--- src/hdl/cshtab_ram.sv ---
// generic simple dual port ram with registered read
module cshtab_ram #(
  parameter int WIDTH = 8,
  parameter int DEPTH = 16
) (
  input  logic                     clk,
  input  logic                     we,
  input  logic [$clog2(DEPTH)-1:0] waddr,
  input  logic [WIDTH-1:0]         wdata,
  input  logic [$clog2(DEPTH)-1:0] raddr,
  output logic [WIDTH-1:0]         rdata
);

  logic [WIDTH-1:0] mem [DEPTH];

  always_ff @(posedge clk) begin
    if (we) begin
      mem[waddr] <= wdata;
    end
    rdata <= mem[raddr];
  end

endmodule

--- config.mk ---
export PLATFORM = sky130hd
export DESIGN_NAME = cshtab_ram
export DESIGN_NICKNAME = d
export VERILOG_FILES = /design/src/hdl/cshtab_ram.sv
export SDC_FILE = /design/constraint.sdc
export NUM_CORES = 1
export LEC_CHECK = 0
export BUFFER_PORTS_ARGS = -buffer_cell sky130_fd_sc_hd__buf_4
export CORE_MARGIN = 2
export CORE_UTILIZATION = 54
export CTS_CLUSTER_SIZE = 8
export DETAILED_ROUTE_END_ITERATION = 12
export PLACE_DENSITY = 0.79
export SYNTH_ARGS = -nofsm -noshare
export SYNTH_HDL_FRONTEND = slang
export SYNTH_SLANG_ARGS = --single-unit
--- constraint.sdc ---
create_clock -name clk -period 1.9 [get_ports clk]
set_input_delay 0.38 -clock clk [delete_from_list [all_inputs] [get_ports clk]]
set_output_delay 0.38 -clock clk [all_outputs]
set_load 0.05 [all_outputs]
# --- Yosys cells after proc, flatten, opt, wreduce, memory -nomap -nowiden ---
# Memory sizes are Yosys's and may differ from the RTL's. A register that Yosys moved wholly into a read port is not among the register bits.
# Index checks and enable logic that the tools add are counted.
totals:
  regBits: 0
  ram_bits: 128
  input_bits: 18
  out_inout_bits: 8
  elab_cells: 3
  n_memories: 1
classes:
  n_mux: 2
mem_list:
  columns: ["name", "depth", "word_bits", "rd", "rd_ports_with_merged_regs", "write_ports", "line_no", "rtl"]
  rows:
  - ["mem", 16, 8, 1, 1, 1, "14", "logic [WIDTH-1:0] mem [DEPTH];"]
op_table:
  columns: ["operator", "n"]
  rows:
  - ["$mux W1", 2]

# --- Depth between registers and ports, before layout ---
logic_depth:
  word_depth: 2
  mapped_depth: 5
  ltp_nobuf: 3

# --- Worst setup path before layout ---
# Ideal clock, no wire load.
synth_path:
  path_kind: "input -> register"
  startpoint: "in waddr[2]"
  endpoint: "mem mem[0][0], enable pin"
  arrival_ns: 1.490
  setup_slack_ns: 0.027
  stages: 2
  n_path_buf: 0
  cell_sequence: "or3b_2 > nor3_1"
synth_rtl:
  columns: ["item", "line_no", "rtl"]
  rows:
  - ["start: declaration", "8", "input logic [$clog2(DEPTH)-1:0] waddr,"]
  - ["end: declaration", "14", null]
# No word-level cell before the write port.

# --- Final worst setup path ---
layout_path:
  startpoint: "reg rdata[4] (read register of mem)"
  endpoint: "out rdata[4]"
layout_rtl:
  columns: ["item", "line_no", "rtl"]
  rows:
  - ["start: declaration", "11", "output logic [WIDTH-1:0] rdata"]
# No word-level cell between the ends.

==> flow_summary.json <==
{
  "wl_um": 9946,
  "cts_root_buffer": "clkbuf_8",
  "crit_buf_inv": 1,
  "n_antenna_cell": 0,
  "synthArstFlopShare_pct": 0,
  "rr_worst_depth": 3,
  "via_count": 2491,
  "fill_cells": 574,
  "hold_path_class": "in -> reg",
  "worst-slew-pin-transition_ns": 0.3781,
  "drtPass1Iterations": 4,
  "io_buffers": 25,
  "clk_pin_slew_ns": 0.06,
  "switching_power_mw": 1.485,
  "peakVddDrop_mv": 0.6586,
  "finalClockSkew_ns": 0.007995,
  "grt_usage_pct": 22.01,
  "cts_buffer_depth": 2,
  "cts_hold_buf": 0,
  "fmax_mhz": 673.2,
  "antenna_found_initial": 0,
  "grt_pass1_wl_um": 15460,
  "insertion_delay_ns": 0.51,
  "max_cap_viol_count": 0,
  "path_delay_family": "flip-flops",
  "slew_viol_final": 0,
  "post_drt_wl_per_cell_um": 23.13,
  "synthFlopType": "edfxtp_1",
  "yosysUniqueCellTypes": 19,
  "core_area_mm2": 0.009240,
  "syn_to_final_growth_pct": 21.56,
  "slowest_delay_ns": 0.37,
  "yosys_warnings": 0,
  "synth_nets": 247,
  "ys_ff_latch": 136,
  "overflow": 0,
  "seq_power_share_pct": 47.0,
  "initial_core_util_pct": 55.71,
  "post_cts_resized": 0,
  "holdPathStages": 1,
  "final_layout_size_suffix_gt1_share_pct": 33.22,
  "grt_max_degree": 23,
  "p_per_area_mw_per_mm2": 1148,
  "reg2reg_to": "rdata[2]",
  "dieArea_mm2": 0.01033,
  "worstHoldEndpoint": "mem[6][7]",
  "hpwl_um": 6168,
  "hold_viol": 0,
  "synth-edff-count": 128,
  "numCtsBuffers": 17,
  "min-delay-start": "wdata[7]",
  "drt-vias-per-instance": 5.793,
  "synth_top_area_share_pct": 74.67,
  "drt_iter0_markers": 241,
  "slew_headroom_pct": 74.79,
  "p_clk_share_pct": 47.3,
  "drc": 0,
  "antenna_left": 0,
  "cts.sinks": 136,
  "cp_max_fo": 1,
  "reg2reg_from": "mem[7][2]",
  "status": "completed",
  "setup_violations": 0,
  "synth.yosys.seq_area_share_pct": 77.78,
  "first_global_vias": 2675,
  "synth_area_per_cell_um2": 22.48,
  "criticalPathCategory": "reg -> out",
  "r2r_setup_slack_ns": 0.51,
  "power_mw": 7.184,
  "rows": 35,
  "fin_nets": 306,
  "tns_ns": 0,
  "post_cts_buffers": 0,
  "end_kind": "output port",
  "htreeDepth": 4,
  "io_pins": 26,
  "syn_inst": 229,
  "netlist_area_mm2": 0.005147,
  "place_congestion": 0.7715,
  "period_needed_ns": 1.486,
  "synth.largest_area_cell": "edfxtp_1",
  "die_h_um": 101.6,
  "rsz0062_at_grt": "false",
  "synth.most_common_cell": "edfxtp_1",
  "crit_slowest_cell": "dfxtp_1",
  "die_w_um": 101.6,
  "tritoncts": "yes",
  "p_int_mw": 5.698,
  "path_cells": "buf_4",
  "switching_share_pct": 20.68,
  "leakagePower_nw": 2.165,
  "synth_top_cells_by_count": "edfxtp_1 (128), mux4_2 (18), a22oi_1 (16)",
  "period_share_pct": 78.19,
  "comb_power_share_pct": 5.7,
  "startpoint_type": "flop",
  "synthTopCellsByArea": "edfxtp_1 (75%), mux4_2 (7.9%), mux4_1 (7.1%)",
  "critPathArrivalTime_ns": 1.11,
  "worstPathRequired_ns": 1.52
}
[state kept, by name, indices dropped and copies added (netlist names)]
| name | flops |
|---|---|
| rdata | 8 |
| mem | 128 |
[power by group through the flow]
| stage | Clock (mW) | Sequential (mW) | Combinational, mW |
|---|---|---|---|
| floorplan | 0 | 3.50 | 0.170 |
| global placement | 0 | 3.43 | 0.397 |
| detailed placement | 0 | 3.44 | 0.410 |
| CTS | 3.44 | 3.38 | 0.414 |
| global route | 3.56 | 3.38 | 0.440 |
| finish | 3.40 | 3.38 | 0.409 |
[worst reg2reg max path, stage by stage (launching register included)]
cell      delay [ns]
edfxtp_1        0.41
mux4_1          0.55
a22oi_1         0.24
nand2_1         0.08
[per-stage QoR]
stage / hold WS [ns] / util (%) / instances / area [um^2] / setup WS [ns]
after floorplan: 0.4789 / - / 229 / 5147 / 0.02713
after global placement: 0.6494 / 60.99 / 398 / 5635 / 0.1183
after detailed placement: 0.6652 / 60.99 / 398 / 5635 / 0.09795
after CTS: 0.1572 / 67.72 / 430 / 6257 / 0.3915
after global routing: 0.1690 / 67.72 / 430 / 6257 / 0.3581
final: 0.1746 / 67.72 / 430 / 6257 / 0.4145
[how the worst max path moves through the flow]
stage,startpoint,end,cells past startpoint,slack [ns]
after global placement,raddr[0],rdata[4],5,0.12
final,rdata[4],rdata[4],1,0.41
after detailed placement,raddr[0],rdata[1],5,0.1
after global routing,rdata[4],rdata[4],1,0.36
after CTS,rdata[4],rdata[4],1,0.39
after floorplan,waddr[2],mem[0][0],2,0.03
[layout by cell type (no fill, tap or decap), types with 2 or more instances in the layout]
master	instances
a22oi_1	16
buf_12	3
buf_4	47
bufinv_16	4
clkbuf_16	16
clkbuf_8	2
clkinv_2	2
dfxtp_1	8
edfxtp_1	128
inv_6	5
mux4_1	14
mux4_2	18
nand2_1	9
nand2b_1	2
nand3b_1	2
nor2_1	13
nor3_1	4
[cell type report]
| class | count | area (um^2) | share of cell area, % |
|---|---|---|---|
| Timing Repair Buffer | 50 | 412.9 | 6.599 |
| Tap cell | 129 | 161.4 | 2.579 |
| Clock buffer | 18 | 427.9 | 6.839 |
| Clock inverter | 14 | 193.9 | 3.099 |
| Multi-Input combinational cell | 83 | 1057 | 16.90 |
| Sequential cell | 136 | 4004 | 63.99 |
[routing by layer]
metal	share of wire [%]	track usage, %	wire [um]
met1	42	29.95	4196
met2	50	34.11	4953
met3	6.5	6.418	647
met4	1.5	8.628	149
met5	0	0	0
[logic make-up (layout without fill, tap and decap cells)]
| family | count (synthesis) | in the layout | share of synthesized area (%) |
|---|---|---|---|
| AOI/OAI and AO/OA | 16 | 16 | 2.334 |
| buffers and inverters | 10 | 82 | 1.677 |
| DFF | 136 | 136 | 77.78 |
| muxes | 32 | 32 | 15.02 |
| and+or+nand+nor | 35 | 35 | 3.184 |
Note: power is estimated with default switching activity, not from simulation.
